==> src/hdl/cta_pkg.sv <==
`timescale 1ns / 1ps
// ----------------------------------------------------------------------------
// cta_pkg
// Shared types and constants of the command tag allocator.
// ----------------------------------------------------------------------------
package cta_pkg;

    // request codes
    typedef enum logic [1:0] {
        REQ_ALLOC    = 2'd0,
        REQ_COMPLETE = 2'd1,
        REQ_START    = 2'd2,
        REQ_NONE     = 2'd3
    } req_type_t;

    // sequencer states
    typedef enum logic [2:0] {
        ST_IDLE,
        ST_SCAN,
        ST_PICK,
        ST_OWNER,
        ST_DESC
    } state_t;

    // field widths
    localparam int CNT_W    = 9;
    localparam int ERR_W    = 15;
    localparam int QS_W     = 9;
    localparam int TAG_W    = 8;
    localparam int DESC_W   = 4;
    localparam int REM_W    = 8;

    localparam logic [CNT_W-1:0] CNT_MAX   = 9'h1FF;
    localparam logic [REM_W-1:0] REM_MAX   = 8'hFF;
    localparam logic [QS_W-1:0]  QS_MIN    = 9'd2;
    localparam logic [QS_W-1:0]  QS_RESET  = 9'd256;

    // register index, taken from paddr[2]
    localparam logic REG_QUEUE_SIZE = 1'b0;

    // one descriptor table entry
    typedef struct packed {
        logic [CNT_W-1:0] count;
        logic [ERR_W-1:0] err;
    } desc_entry_t;

    // descriptor table write command
    typedef struct packed {
        logic        en;
        desc_entry_t entry;
    } desc_wr_t;

endpackage

==> src/hdl/command_tag_allocator_core.sv <==
`timescale 1ns / 1ps
// ----------------------------------------------------------------------------
// command_tag_allocator_core
// Rotating bitmap allocator of command tags with per-descriptor accounting.
// ----------------------------------------------------------------------------
// Allocate: bitmap tree scan (ST_SCAN registers the group summary, ST_PICK
//   picks), then read-modify-write of the descriptor table in ST_DESC; refused
//   in ST_PICK when the scan finds no free tag, in ST_IDLE on the used count.
// Complete: owner memory read, then descriptor table read-modify-write;
//   an unknown tag, start and unused requests are answered from ST_IDLE.
// One request at a time: busy is high until the result strobe; the receiver
//   cannot stall. Reset clears bitmap, counts, pointer and descriptor valid bits
//   at once; no clearing pass.
// ----------------------------------------------------------------------------
module command_tag_allocator_core #(
    parameter int MAX_TAGS  = 256,
    parameter int NUM_DESCS = 16
) (
    input  logic                         clk,
    input  logic                         rst_n,
    // request side
    input  logic                         start,
    output logic                         busy,
    input  logic [1:0]                   req_type,
    input  logic [cta_pkg::DESC_W-1:0]   desc_id,
    input  logic [cta_pkg::TAG_W-1:0]    tag_in,
    input  logic [cta_pkg::ERR_W-1:0]    status_in,
    // result side
    output logic                         res_valid,
    output logic [cta_pkg::TAG_W-1:0]    tag_out,
    output logic                         full_res,
    output logic                         bad_tag,
    output logic [cta_pkg::DESC_W-1:0]   owner_desc,
    output logic [cta_pkg::REM_W-1:0]    desc_remaining,
    output logic [cta_pkg::ERR_W-1:0]    desc_status,
    output logic                         desc_done,
    // configuration
    input  logic                         psel,
    input  logic                         penable,
    input  logic                         pwrite,
    input  logic [2:0]                   paddr,
    input  logic [31:0]                  pwdata,
    output logic [31:0]                  prdata,
    output logic                         pready
);
    import cta_pkg::*;

    localparam int TAG_DEPTH = (MAX_TAGS < 256) ? MAX_TAGS : 256;
    localparam int TW        = $clog2(TAG_DEPTH);
    localparam int DW        = $clog2(NUM_DESCS);

    // descriptor id reduced into the table range by repeated subtraction
    function automatic logic [DW-1:0] desc_wrap(input logic [DESC_W-1:0] id);
        logic [DESC_W-1:0] v;
        v = id;
        for (int i = 0; i < 8; i++)
        begin
            if (int'(v) >= NUM_DESCS)
            begin
                v = v - DESC_W'(NUM_DESCS);
            end
        end
        return DW'(v);
    endfunction

    state_t               state_reg, state_next;
    logic [QS_W-1:0]      queue_size_reg;
    logic [QS_W-1:0]      qs;
    logic [TAG_DEPTH-1:0] tag_used_reg;
    logic [TW-1:0]        search_ptr_reg, search_ptr_next;
    logic [QS_W-1:0]      used_count_reg, used_count_next;
    req_type_t            op_reg, op_next;
    logic [DW-1:0]        desc_idx_reg, desc_idx_next;
    logic [TAG_W-1:0]     tag_reg, tag_next;
    logic [ERR_W-1:0]     status_reg, status_next;

    logic [DW-1:0]        owner_mem [TAG_DEPTH];
    logic [DW-1:0]        owner_rd_reg;
    logic                 owner_wr_en;

    logic                 res_valid_reg, res_valid_next;
    logic [TAG_W-1:0]     tag_out_reg, tag_out_next;
    logic                 full_res_reg, full_res_next;
    logic                 bad_tag_reg, bad_tag_next;
    logic [DESC_W-1:0]    owner_desc_reg, owner_desc_next;
    logic [REM_W-1:0]     desc_rem_reg, desc_rem_next;
    logic [ERR_W-1:0]     desc_status_reg, desc_status_next;
    logic                 desc_done_reg, desc_done_next;

    logic                 accept;
    req_type_t            req;
    logic [DW-1:0]        d_in;
    logic                 tag_ok;
    logic                 q_full;
    logic                 used_set, used_clr;
    logic                 scan_load, scan_found;
    logic [TW-1:0]        scan_pick;
    logic [DW-1:0]        desc_rd_addr, desc_wr_addr;
    desc_wr_t             desc_wr;
    desc_entry_t          desc_rd_entry;
    logic [CNT_W-1:0]     cnt_upd;
    logic [ERR_W-1:0]     err_upd;

    // configuration port
    assign pready = 1'b1;
    assign prdata = (paddr[2] == REG_QUEUE_SIZE) ? {{(32 - QS_W){1'b0}}, queue_size_reg}
                                                 : 32'd0;

    always_ff @(posedge clk or negedge rst_n)
    begin
        if (!rst_n)
        begin
            queue_size_reg <= QS_RESET;
        end
        else if (psel && penable && pwrite && pready && (paddr[2] == REG_QUEUE_SIZE))
        begin
            queue_size_reg <= pwdata[QS_W-1:0];
        end
    end

    // effective queue size
    always_comb
    begin
        qs = queue_size_reg;
        if (qs < QS_MIN)
        begin
            qs = QS_MIN;
        end
        if (qs > QS_W'(TAG_DEPTH))
        begin
            qs = QS_W'(TAG_DEPTH);
        end
    end

    // request decode
    assign busy   = (state_reg != ST_IDLE);
    assign accept = start && !busy;
    assign req    = req_type_t'(req_type);
    assign d_in   = desc_wrap(desc_id);
    assign tag_ok = ({1'b0, tag_in} < QS_W'(TAG_DEPTH)) && tag_used_reg[tag_in[TW-1:0]];
    assign q_full = ((QS_W + 1)'(used_count_reg) + (QS_W + 1)'(1)) >= (QS_W + 1)'(qs);

    // descriptor update for the pending allocate or complete
    always_comb
    begin
        cnt_upd = desc_rd_entry.count;
        err_upd = desc_rd_entry.err;
        if (op_reg == REQ_ALLOC)
        begin
            if (desc_rd_entry.count != CNT_MAX)
            begin
                cnt_upd = desc_rd_entry.count + CNT_W'(1);
            end
        end
        else
        begin
            if (desc_rd_entry.count != '0)
            begin
                cnt_upd = desc_rd_entry.count - CNT_W'(1);
            end
            if (status_reg != '0)
            begin
                err_upd = status_reg;
            end
        end
    end

    // sequencer: next state and datapath controls
    always_comb
    begin
        state_next       = state_reg;
        search_ptr_next  = search_ptr_reg;
        used_count_next  = used_count_reg;
        op_next          = op_reg;
        desc_idx_next    = desc_idx_reg;
        tag_next         = tag_reg;
        status_next      = status_reg;
        used_set         = 1'b0;
        used_clr         = 1'b0;
        scan_load        = 1'b0;
        owner_wr_en      = 1'b0;
        desc_rd_addr     = desc_idx_reg;
        desc_wr_addr     = desc_idx_reg;
        desc_wr          = '0;
        res_valid_next   = 1'b0;
        tag_out_next     = '0;
        full_res_next    = 1'b0;
        bad_tag_next     = 1'b0;
        owner_desc_next  = '0;
        desc_rem_next    = '0;
        desc_status_next = '0;
        desc_done_next   = 1'b0;

        case (state_reg)
            ST_IDLE:
            begin
                if (accept)
                begin
                    op_next       = req;
                    tag_next      = tag_in;
                    status_next   = status_in;
                    desc_idx_next = d_in;
                    case (req)
                        REQ_ALLOC:
                        begin
                            if (q_full)
                            begin
                                res_valid_next = 1'b1;
                                full_res_next  = 1'b1;
                            end
                            else
                            begin
                                state_next = ST_SCAN;
                            end
                        end
                        REQ_COMPLETE:
                        begin
                            if (!tag_ok)
                            begin
                                res_valid_next = 1'b1;
                                bad_tag_next   = 1'b1;
                                tag_out_next   = tag_in;
                            end
                            else
                            begin
                                // free the tag now, owner read is under way
                                used_clr        = 1'b1;
                                search_ptr_next = tag_in[TW-1:0];
                                if (used_count_reg != '0)
                                begin
                                    used_count_next = used_count_reg - QS_W'(1);
                                end
                                state_next = ST_OWNER;
                            end
                        end
                        REQ_START:
                        begin
                            desc_wr.en      = 1'b1;
                            desc_wr_addr    = d_in;
                            res_valid_next  = 1'b1;
                            owner_desc_next = DESC_W'(d_in);
                            desc_done_next  = 1'b1;
                        end
                        default:
                        begin
                            res_valid_next = 1'b1;
                        end
                    endcase
                end
            end
            ST_SCAN:
            begin
                scan_load  = 1'b1;
                state_next = ST_PICK;
            end
            ST_PICK:
            begin
                if (!scan_found)
                begin
                    res_valid_next = 1'b1;
                    full_res_next  = 1'b1;
                    state_next     = ST_IDLE;
                end
                else
                begin
                    used_set        = 1'b1;
                    owner_wr_en     = 1'b1;
                    used_count_next = used_count_reg + QS_W'(1);
                    tag_next        = TAG_W'(scan_pick);
                    if ((QS_W'(scan_pick) + QS_W'(1)) >= qs)
                    begin
                        search_ptr_next = '0;
                    end
                    else
                    begin
                        search_ptr_next = scan_pick + TW'(1);
                    end
                    state_next = ST_DESC;
                end
            end
            ST_OWNER:
            begin
                desc_rd_addr  = owner_rd_reg;
                desc_idx_next = owner_rd_reg;
                state_next    = ST_DESC;
            end
            ST_DESC:
            begin
                desc_wr.en          = 1'b1;
                desc_wr.entry.count = cnt_upd;
                desc_wr.entry.err   = err_upd;
                res_valid_next      = 1'b1;
                tag_out_next        = tag_reg;
                owner_desc_next     = DESC_W'(desc_idx_reg);
                desc_rem_next       = (cnt_upd > CNT_W'(REM_MAX)) ? REM_MAX
                                                                  : cnt_upd[REM_W-1:0];
                desc_status_next    = err_upd;
                desc_done_next      = (cnt_upd == '0);
                state_next          = ST_IDLE;
            end
            default:
            begin
                state_next = ST_IDLE;
            end
        endcase
    end

    // control registers
    always_ff @(posedge clk or negedge rst_n)
    begin
        if (!rst_n)
        begin
            state_reg      <= ST_IDLE;
            search_ptr_reg <= '0;
            used_count_reg <= '0;
            tag_used_reg   <= '0;
            res_valid_reg  <= 1'b0;
        end
        else
        begin
            state_reg      <= state_next;
            search_ptr_reg <= search_ptr_next;
            used_count_reg <= used_count_next;
            res_valid_reg  <= res_valid_next;
            if (used_set)
            begin
                tag_used_reg[scan_pick] <= 1'b1;
            end
            if (used_clr)
            begin
                tag_used_reg[tag_in[TW-1:0]] <= 1'b0;
            end
        end
    end

    // request and result payload registers
    always_ff @(posedge clk)
    begin
        op_reg          <= op_next;
        desc_idx_reg    <= desc_idx_next;
        tag_reg         <= tag_next;
        status_reg      <= status_next;
        tag_out_reg     <= tag_out_next;
        full_res_reg    <= full_res_next;
        bad_tag_reg     <= bad_tag_next;
        owner_desc_reg  <= owner_desc_next;
        desc_rem_reg    <= desc_rem_next;
        desc_status_reg <= desc_status_next;
        desc_done_reg   <= desc_done_next;
    end

    // tag owner memory
    always_ff @(posedge clk)
    begin
        if (owner_wr_en)
        begin
            owner_mem[scan_pick] <= desc_idx_reg;
        end
        owner_rd_reg <= owner_mem[tag_in[TW-1:0]];
    end

    // free tag search
    cta_scan #(
        .TAG_DEPTH (TAG_DEPTH),
        .TW        (TW)
    ) u_scan (
        .clk   (clk),
        .load  (scan_load),
        .used  (tag_used_reg),
        .ptr   (search_ptr_reg),
        .qs    (qs),
        .found (scan_found),
        .pick  (scan_pick)
    );

    // descriptor count and status table
    cta_desc_table #(
        .NUM_DESCS (NUM_DESCS),
        .DW        (DW)
    ) u_desc_table (
        .clk      (clk),
        .rst_n    (rst_n),
        .rd_addr  (desc_rd_addr),
        .rd_entry (desc_rd_entry),
        .wr       (desc_wr),
        .wr_addr  (desc_wr_addr)
    );

    // result ports
    assign res_valid      = res_valid_reg;
    assign tag_out        = tag_out_reg;
    assign full_res       = full_res_reg;
    assign bad_tag        = bad_tag_reg;
    assign owner_desc     = owner_desc_reg;
    assign desc_remaining = desc_rem_reg;
    assign desc_status    = desc_status_reg;
    assign desc_done      = desc_done_reg;

endmodule

==> src/hdl/cta_desc_table.sv <==
`timescale 1ns / 1ps
// ----------------------------------------------------------------------------
// cta_desc_table
// Per-descriptor count and sticky status, registered synchronous read.
// Entries never written since reset read as zero through per-entry valid bits.
// ----------------------------------------------------------------------------
module cta_desc_table #(
    parameter int NUM_DESCS = 16,
    parameter int DW        = 4
) (
    input  logic                 clk,
    input  logic                 rst_n,
    input  logic [DW-1:0]        rd_addr,
    output cta_pkg::desc_entry_t rd_entry,
    input  cta_pkg::desc_wr_t    wr,
    input  logic [DW-1:0]        wr_addr
);
    import cta_pkg::*;

    desc_entry_t          mem [NUM_DESCS];
    logic [NUM_DESCS-1:0] valid_reg;
    desc_entry_t          rd_data_reg;
    logic                 rd_valid_reg;

    // storage write and registered read
    always_ff @(posedge clk)
    begin
        if (wr.en)
        begin
            mem[wr_addr] <= wr.entry;
        end
        rd_data_reg <= mem[rd_addr];
    end

    // valid bits, cleared together at reset
    always_ff @(posedge clk or negedge rst_n)
    begin
        if (!rst_n)
        begin
            valid_reg    <= '0;
            rd_valid_reg <= 1'b0;
        end
        else
        begin
            if (wr.en)
            begin
                valid_reg[wr_addr] <= 1'b1;
            end
            rd_valid_reg <= valid_reg[rd_addr];
        end
    end

    // unwritten entries read as zero
    assign rd_entry = rd_valid_reg ? rd_data_reg : '0;

endmodule

==> src/hdl/cta_scan.sv <==
`timescale 1ns / 1ps
// ----------------------------------------------------------------------------
// cta_scan
// Rotating first-free search over the tag bitmap as a two-level tree.
// Level one (registered on load) finds the first free tag of each group,
// once at or above the start point and once over the whole queue; level two picks.
// ----------------------------------------------------------------------------
module cta_scan #(
    parameter int TAG_DEPTH = 256,
    parameter int TW        = 8
) (
    input  logic                         clk,
    input  logic                         load,
    input  logic [TAG_DEPTH-1:0]         used,
    input  logic [TW-1:0]                ptr,
    input  logic [cta_pkg::QS_W-1:0]     qs,
    output logic                         found,
    output logic [TW-1:0]                pick
);
    import cta_pkg::*;

    localparam int GW = 16;
    localparam int NG = (TAG_DEPTH + GW - 1) / GW;

    logic [TW-1:0] start_idx;
    logic [NG-1:0] hi_any_next;
    logic [NG-1:0] all_any_next;
    logic [TW-1:0] hi_first_next  [NG];
    logic [TW-1:0] all_first_next [NG];
    logic [NG-1:0] hi_any_reg;
    logic [NG-1:0] all_any_reg;
    logic [TW-1:0] hi_first_reg   [NG];
    logic [TW-1:0] all_first_reg  [NG];
    logic [TW-1:0] pick_hi;
    logic [TW-1:0] pick_all;

    // pointer beyond the queue restarts at tag zero
    assign start_idx = (QS_W'(ptr) < qs) ? ptr : '0;

    // per-group first free tag
    always_comb
    begin
        for (int g = 0; g < NG; g++)
        begin
            hi_any_next[g]    = 1'b0;
            all_any_next[g]   = 1'b0;
            hi_first_next[g]  = '0;
            all_first_next[g] = '0;
            for (int k = GW - 1; k >= 0; k--)
            begin
                if ((g * GW + k) < TAG_DEPTH)
                begin
                    if (!used[g * GW + k] && (QS_W'(g * GW + k) < qs))
                    begin
                        all_any_next[g]   = 1'b1;
                        all_first_next[g] = TW'(g * GW + k);
                        if (TW'(g * GW + k) >= start_idx)
                        begin
                            hi_any_next[g]   = 1'b1;
                            hi_first_next[g] = TW'(g * GW + k);
                        end
                    end
                end
            end
        end
    end

    // group summary register
    always_ff @(posedge clk)
    begin
        if (load)
        begin
            hi_any_reg    <= hi_any_next;
            all_any_reg   <= all_any_next;
            hi_first_reg  <= hi_first_next;
            all_first_reg <= all_first_next;
        end
    end

    // first group wins, wrapped search only when nothing lies at or above the start
    always_comb
    begin
        pick_hi  = '0;
        pick_all = '0;
        for (int g = NG - 1; g >= 0; g--)
        begin
            if (hi_any_reg[g])
            begin
                pick_hi = hi_first_reg[g];
            end
            if (all_any_reg[g])
            begin
                pick_all = all_first_reg[g];
            end
        end
    end

    assign found = |all_any_reg;
    assign pick  = (|hi_any_reg) ? pick_hi : pick_all;

endmodule

==> config.mk <==
export PLATFORM = sky130hd
export DESIGN_NAME = command_tag_allocator_core
export DESIGN_NICKNAME = d
export VERILOG_FILES = /design/src/hdl/cta_pkg.sv /design/src/hdl/command_tag_allocator_core.sv /design/src/hdl/cta_desc_table.sv /design/src/hdl/cta_scan.sv
export SDC_FILE = /design/constraint.sdc
export NUM_CORES = 2
export LEC_CHECK = 0
export ABC_CLOCK_PERIOD_IN_PS = 30300
export CAP_MARGIN = 0
export CORE_AREA = 2 2 370 372
export CTS_BUF_LIST = sky130_fd_sc_hd__clkbuf_16
export DETAILED_ROUTE_END_ITERATION = 8
export DIE_AREA = 0 0 372 374
export DONT_BUFFER_PORTS = 1
export PLACE_DENSITY = 0.95
export SYNTH_ARGS = -nofsm -noshare
export SYNTH_HDL_FRONTEND = slang
export SYNTH_SLANG_ARGS = --single-unit
export TNS_END_PERCENT = 1
==> constraint.sdc <==
create_clock -name clk -period 30.3 [get_ports clk]
set_clock_uncertainty 0.15 [all_clocks]
set_input_delay 9.09 -clock clk [delete_from_list [all_inputs] [get_ports clk]]
set_output_delay 9.09 -clock clk [all_outputs]
set_load 0.005 [all_outputs]
==> results of run 1 <==
## through the flow
stage                     instance area, µm²  hold slack [ns]  setup WS (ns)  util, %
after CTS                             101000            0.328          11.79     74.6
after detailed placement               94400            0.305          11.83     70.0
after global placement                 94400            0.296          11.84     70.0
after floorplan                        92800            0.284          11.64        -
## metal layers
metal | GRT overflow | global-route usage (%)
met1 | 150 | 79.0
met2 | 1141 | 90.8
met3 | 189 | 61.6
met4 | 573 | 67.3
met5 | 18 | 41.3
## logic make-up after synthesis
kind of cell	count (synthesis)	synth area share (%)
compound gates	1810	12.9
fa+ha+maj	42	0.572
mux	528	12.2
simple gates	1971	9.87
buf+inv	556	2.85
xor+xnor	21	0.198
other cells	2	0.00810
flops	1966	61.3
==> flow_summary.ini, run 1 <==
[clock_tree]
postCtsSetupRepairBufs = 0
cts_buffer_depth = 3
cts_resized = 0
ctsHoldBuffers = 0
cts_made_buffers = 184
clock-sinks = 1966
clockRootBuffer = clkbuf_16
htreeDepth = 4

[run_status]
stop_stage = 5_1_grt
status = aborted with a tool error
toolErrorMsg = [ERROR GRT-0116] Global routing finished with congestion. Check the congestion regions in the DRC Viewer.

[yosys]
ys.warnings.count = 0
synth.yosys.seq_area_share_pct = 61.3
yosysUniqueCellTypes = 123
synth_common_cells = 1597 x edfxtp_1, 869 x nor2_1, 533 x a21oi_1
synth-async-reset-ratio_pct = 15.4
yosys.area.top_type = edfxtp_1
synth_area_mm2 = 0.0927
synthCells = 6896
synth_edf_count = 1597
avgSynthCellArea_um2 = 13.4
synth.top_cell.area_share_pct = 51.7
synth_most_common_cell = edfxtp_1
ys_ff_latch = 1966
synth_ff_type = edfxtp_1
synth_area_leaders = edfxtp_1 52%, mux4_2 11%, dfrtp_1 8.2%

[grt]
grt_pass1_wl_um = 730000
grt_pass1_vias = 85500
grt_overflow = 2071
grtUsageTotal_pct = 75.9
grt_max_degree = 335

[floorplanning]
io_pins = 143
fp-row-count = 135
start_util_pct = 68.7
die_w_um = 372
die_y_um = 374

[placed_design]
placedCellCount = 8419
dp_hpwl_um = 285000
gp_congestion = 1.14
io_buffers = 0
==> run 2: changes to the inputs <==
--- a/config.mk
+++ b/config.mk
@@ -7,12 +7,11 @@
 export LEC_CHECK = 0
 export ABC_CLOCK_PERIOD_IN_PS = 30300
 export CAP_MARGIN = 0
-export CORE_AREA = 2 2 370 372
-export CTS_BUF_LIST = sky130_fd_sc_hd__clkbuf_16
+export CORE_AREA = 2 2 485 487
 export DETAILED_ROUTE_END_ITERATION = 8
-export DIE_AREA = 0 0 372 374
+export DIE_AREA = 0 0 487 489
 export DONT_BUFFER_PORTS = 1
-export PLACE_DENSITY = 0.95
+export PLACE_DENSITY_LB_ADDON = 0.15
 export SYNTH_ARGS = -nofsm -noshare
 export SYNTH_HDL_FRONTEND = slang
 export SYNTH_SLANG_ARGS = --single-unit
==> flow_summary.ini, run 2 <==
[grt]
grt_overflow = 0
grtUsageTotal_pct = 30.4
grt_pass1_wl_um = 503000
grt_pass1_vias = 63300
grt_antenna_before_repair = 13
grt_max_degree = 335

[yosys]
yosysUniqueCellTypes = 123
avgSynthCellArea_um2 = 13.4
synth_area_leaders = edfxtp_1 52%, mux4_2 11%, dfrtp_1 8.2%
synthCells = 6896
synth_common_cells = 1597 x edfxtp_1, 869 x nor2_1, 533 x a21oi_1
synth_most_common_cell = edfxtp_1
synth_edf_count = 1597
synth.top_cell.area_share_pct = 51.7
ys.warnings.count = 0
yosys.area.top_type = edfxtp_1
synth_ff_type = edfxtp_1
synth_area_mm2 = 0.0927
ys_ff_latch = 1966
synth-async-reset-ratio_pct = 15.4
synth.yosys.seq_area_share_pct = 61.3

[detailed_routing]
route.detailed.drc = 0
routed_wl_um = 367000
drt-initial-drc-count = 7995
dr.pass1.iters = 7
post_drt_wl_per_cell_um = 36.3
wl_met1_um = 136000
dr_total_vias = 65100
met2RoutedLength_um = 169000
vias_per_cell = 6.44
dr_wl_met3_um = 32100
top_layer = met5
postRouteAntennaNets = 0

[clock_tree]
cts.clk_slew.worst_paths_ns = 0.06
ctsHoldBuffers = 0
cts_buffer_depth = 3
postCtsSetupRepairBufs = 0
htreeDepth = 4
tritoncts = yes
cts_made_buffers = 203
worstSkewPairLatency_ns = 0.89
cts_resized = 0
clock-sinks = 1966
clockRootBuffer = clkbuf_16

[placed_design]
place_ws_ns = 11.83
dp_hpwl_um = 262000
io_buffers = 0
place_area_mm2 = 0.0964
gp_congestion = 1.06

[worst_setup_path]
cp_num_buf_inv = 0
max_stage_delay_ns = 0.14
path_class = in2out
r2r_slack_ns = 23.75
crit_family = simple AND/OR/NAND/NOR gates
worstPathArrival_ns = 9.23
r2r-start = u_scan.hi_first_reg[37]
required_ns = 21.06
cp_slowest_cell = nor2b_1
startpoint_type = input port
crit_start = paddr[2]
critPathMaxFanout = 10
path_cells = nor2b_1
endpoint_kind = primary output

[floorplanning]
die_w_um = 487
design.die.area_mm2 = 0.238
core_mm2 = 0.234
start_util_pct = 39.7
die_y_um = 489
io_pins = 143
fp-row-count = 178

[layout]
area_growth_pct = 11.3
stdcell_area_mm2 = 0.103
drive_gt1_share_pct = 16.8
final_cell_mix = 1597 x edfxtp_1, 844 x nor2_1, 529 x a21oi_1, 464 x mux4_2, 429 x nand2_1
fin_nets = 6983
layout_commonest_cell = edfxtp_1
largest_register_ffs = 1024

[timing]
hold_violations = 0
setup_violations = 0
min_period_over_period_pct = 61.0
slew_headroom_pct = -12.2
holdWs_ns = 0.310
period_needed_ns = 18.47
fmax_mhz = 54.1
setup_tns_ns = 0
drv_slew = 126
worst_slew_pin_slew_ns = 1.68
worst_slack_ns = 11.83
rsz0062_at_grt = no

[power_and_ir_drop]
p_leak_nw = 34.1
seqPwrFrac_pct = 40.8
power.internal_mw = 5.09
comb_power_share_pct = 26.8
p_sw_mw = 2.70
switching_share_pct = 34.7
p_per_area_mw_per_mm2 = 75.5
p_clk_share_pct = 32.4
ir_worst_vdd_mv = 0.0575

[run_status]
violations = capacitance limit, slew limit
status = complete, but fails checks

[min_path]
hp-start = u_desc_table.valid_reg[1]
worstHoldPathType = reg2reg

[run]
drv_cap = 1
==> run 2: cell counts after synthesis <==
No cell type changed its count.
==> run 2: per-stage QoR <==
step,power (mW),std cells,util [%]
floorplan,4.38,6918,-
global placement,5.22,9725,41.2
detailed placement,5.22,9725,41.2
CTS,7.74,10100,44.1
global route,8.01,10100,44.2
finish,7.80,10100,44.2
==> run 2: area by class of cell <==
cell class,instances,area (µm²)
Timing Repair Buffer,210,1610
Clock buffer,261,5550
Fill cell,20900,130000
Inverter,95,357
Antenna cell,11,27.5
Multi-Input combinational cell,4396,33700
Sequential cell,1966,56900
Tap cell,3060,3830
Clock inverter,118,1220
==> run 2: logic make-up after synthesis <==
kind of cell	after synthesis	synth area share, %
adders and majority gates	42	0.572
muxes	528	12.2
and+or+nand+nor	1971	9.87
DFF	1966	61.3
xor gates and xnor gates	21	0.198
AOI/OAI and AO/OA	1810	12.9
buffers and inverters	556	2.85
other	2	0.00810
==> run 2: layer usage <==
layer	GRT usage, %	vias to the layer above
li1	-	27000
met1	36.9	33500
met2	48.3	3547
met3	7.64	1067
met4	19.6	8
met5	0	-
==> run 2: power by group through the flow <==
stage / Sequential, mW / Clock, mW / Combinational [mW]
2_1_floorplan: 3.24 / 0 / 1.14
3_3_place_gp: 3.23 / 0 / 1.99
3_5_place_dp: 3.23 / 0 / 1.99
4_1_cts: 3.18 / 2.56 / 2.00
5_1_grt: 3.19 / 2.67 / 2.16
6_report: 3.18 / 2.52 / 2.09
==> run 2: worst paths after layout <==
| check | end | depth (start not counted) |
|---|---|---|
| hold reg to reg | u_desc_table.valid_reg[1] | 1 |
| hold / removal | u_desc_table.valid_reg[1] | 1 |
| setup / recovery | prdata[6] | 1 |
| setup reg to reg | search_ptr_reg[3] | 17 |
| max in group asynchronous | search_ptr_reg[4] | 0 |
| min in group asynchronous | queue_size_reg[0] | 0 |
(Power assumes the default switching activity.)
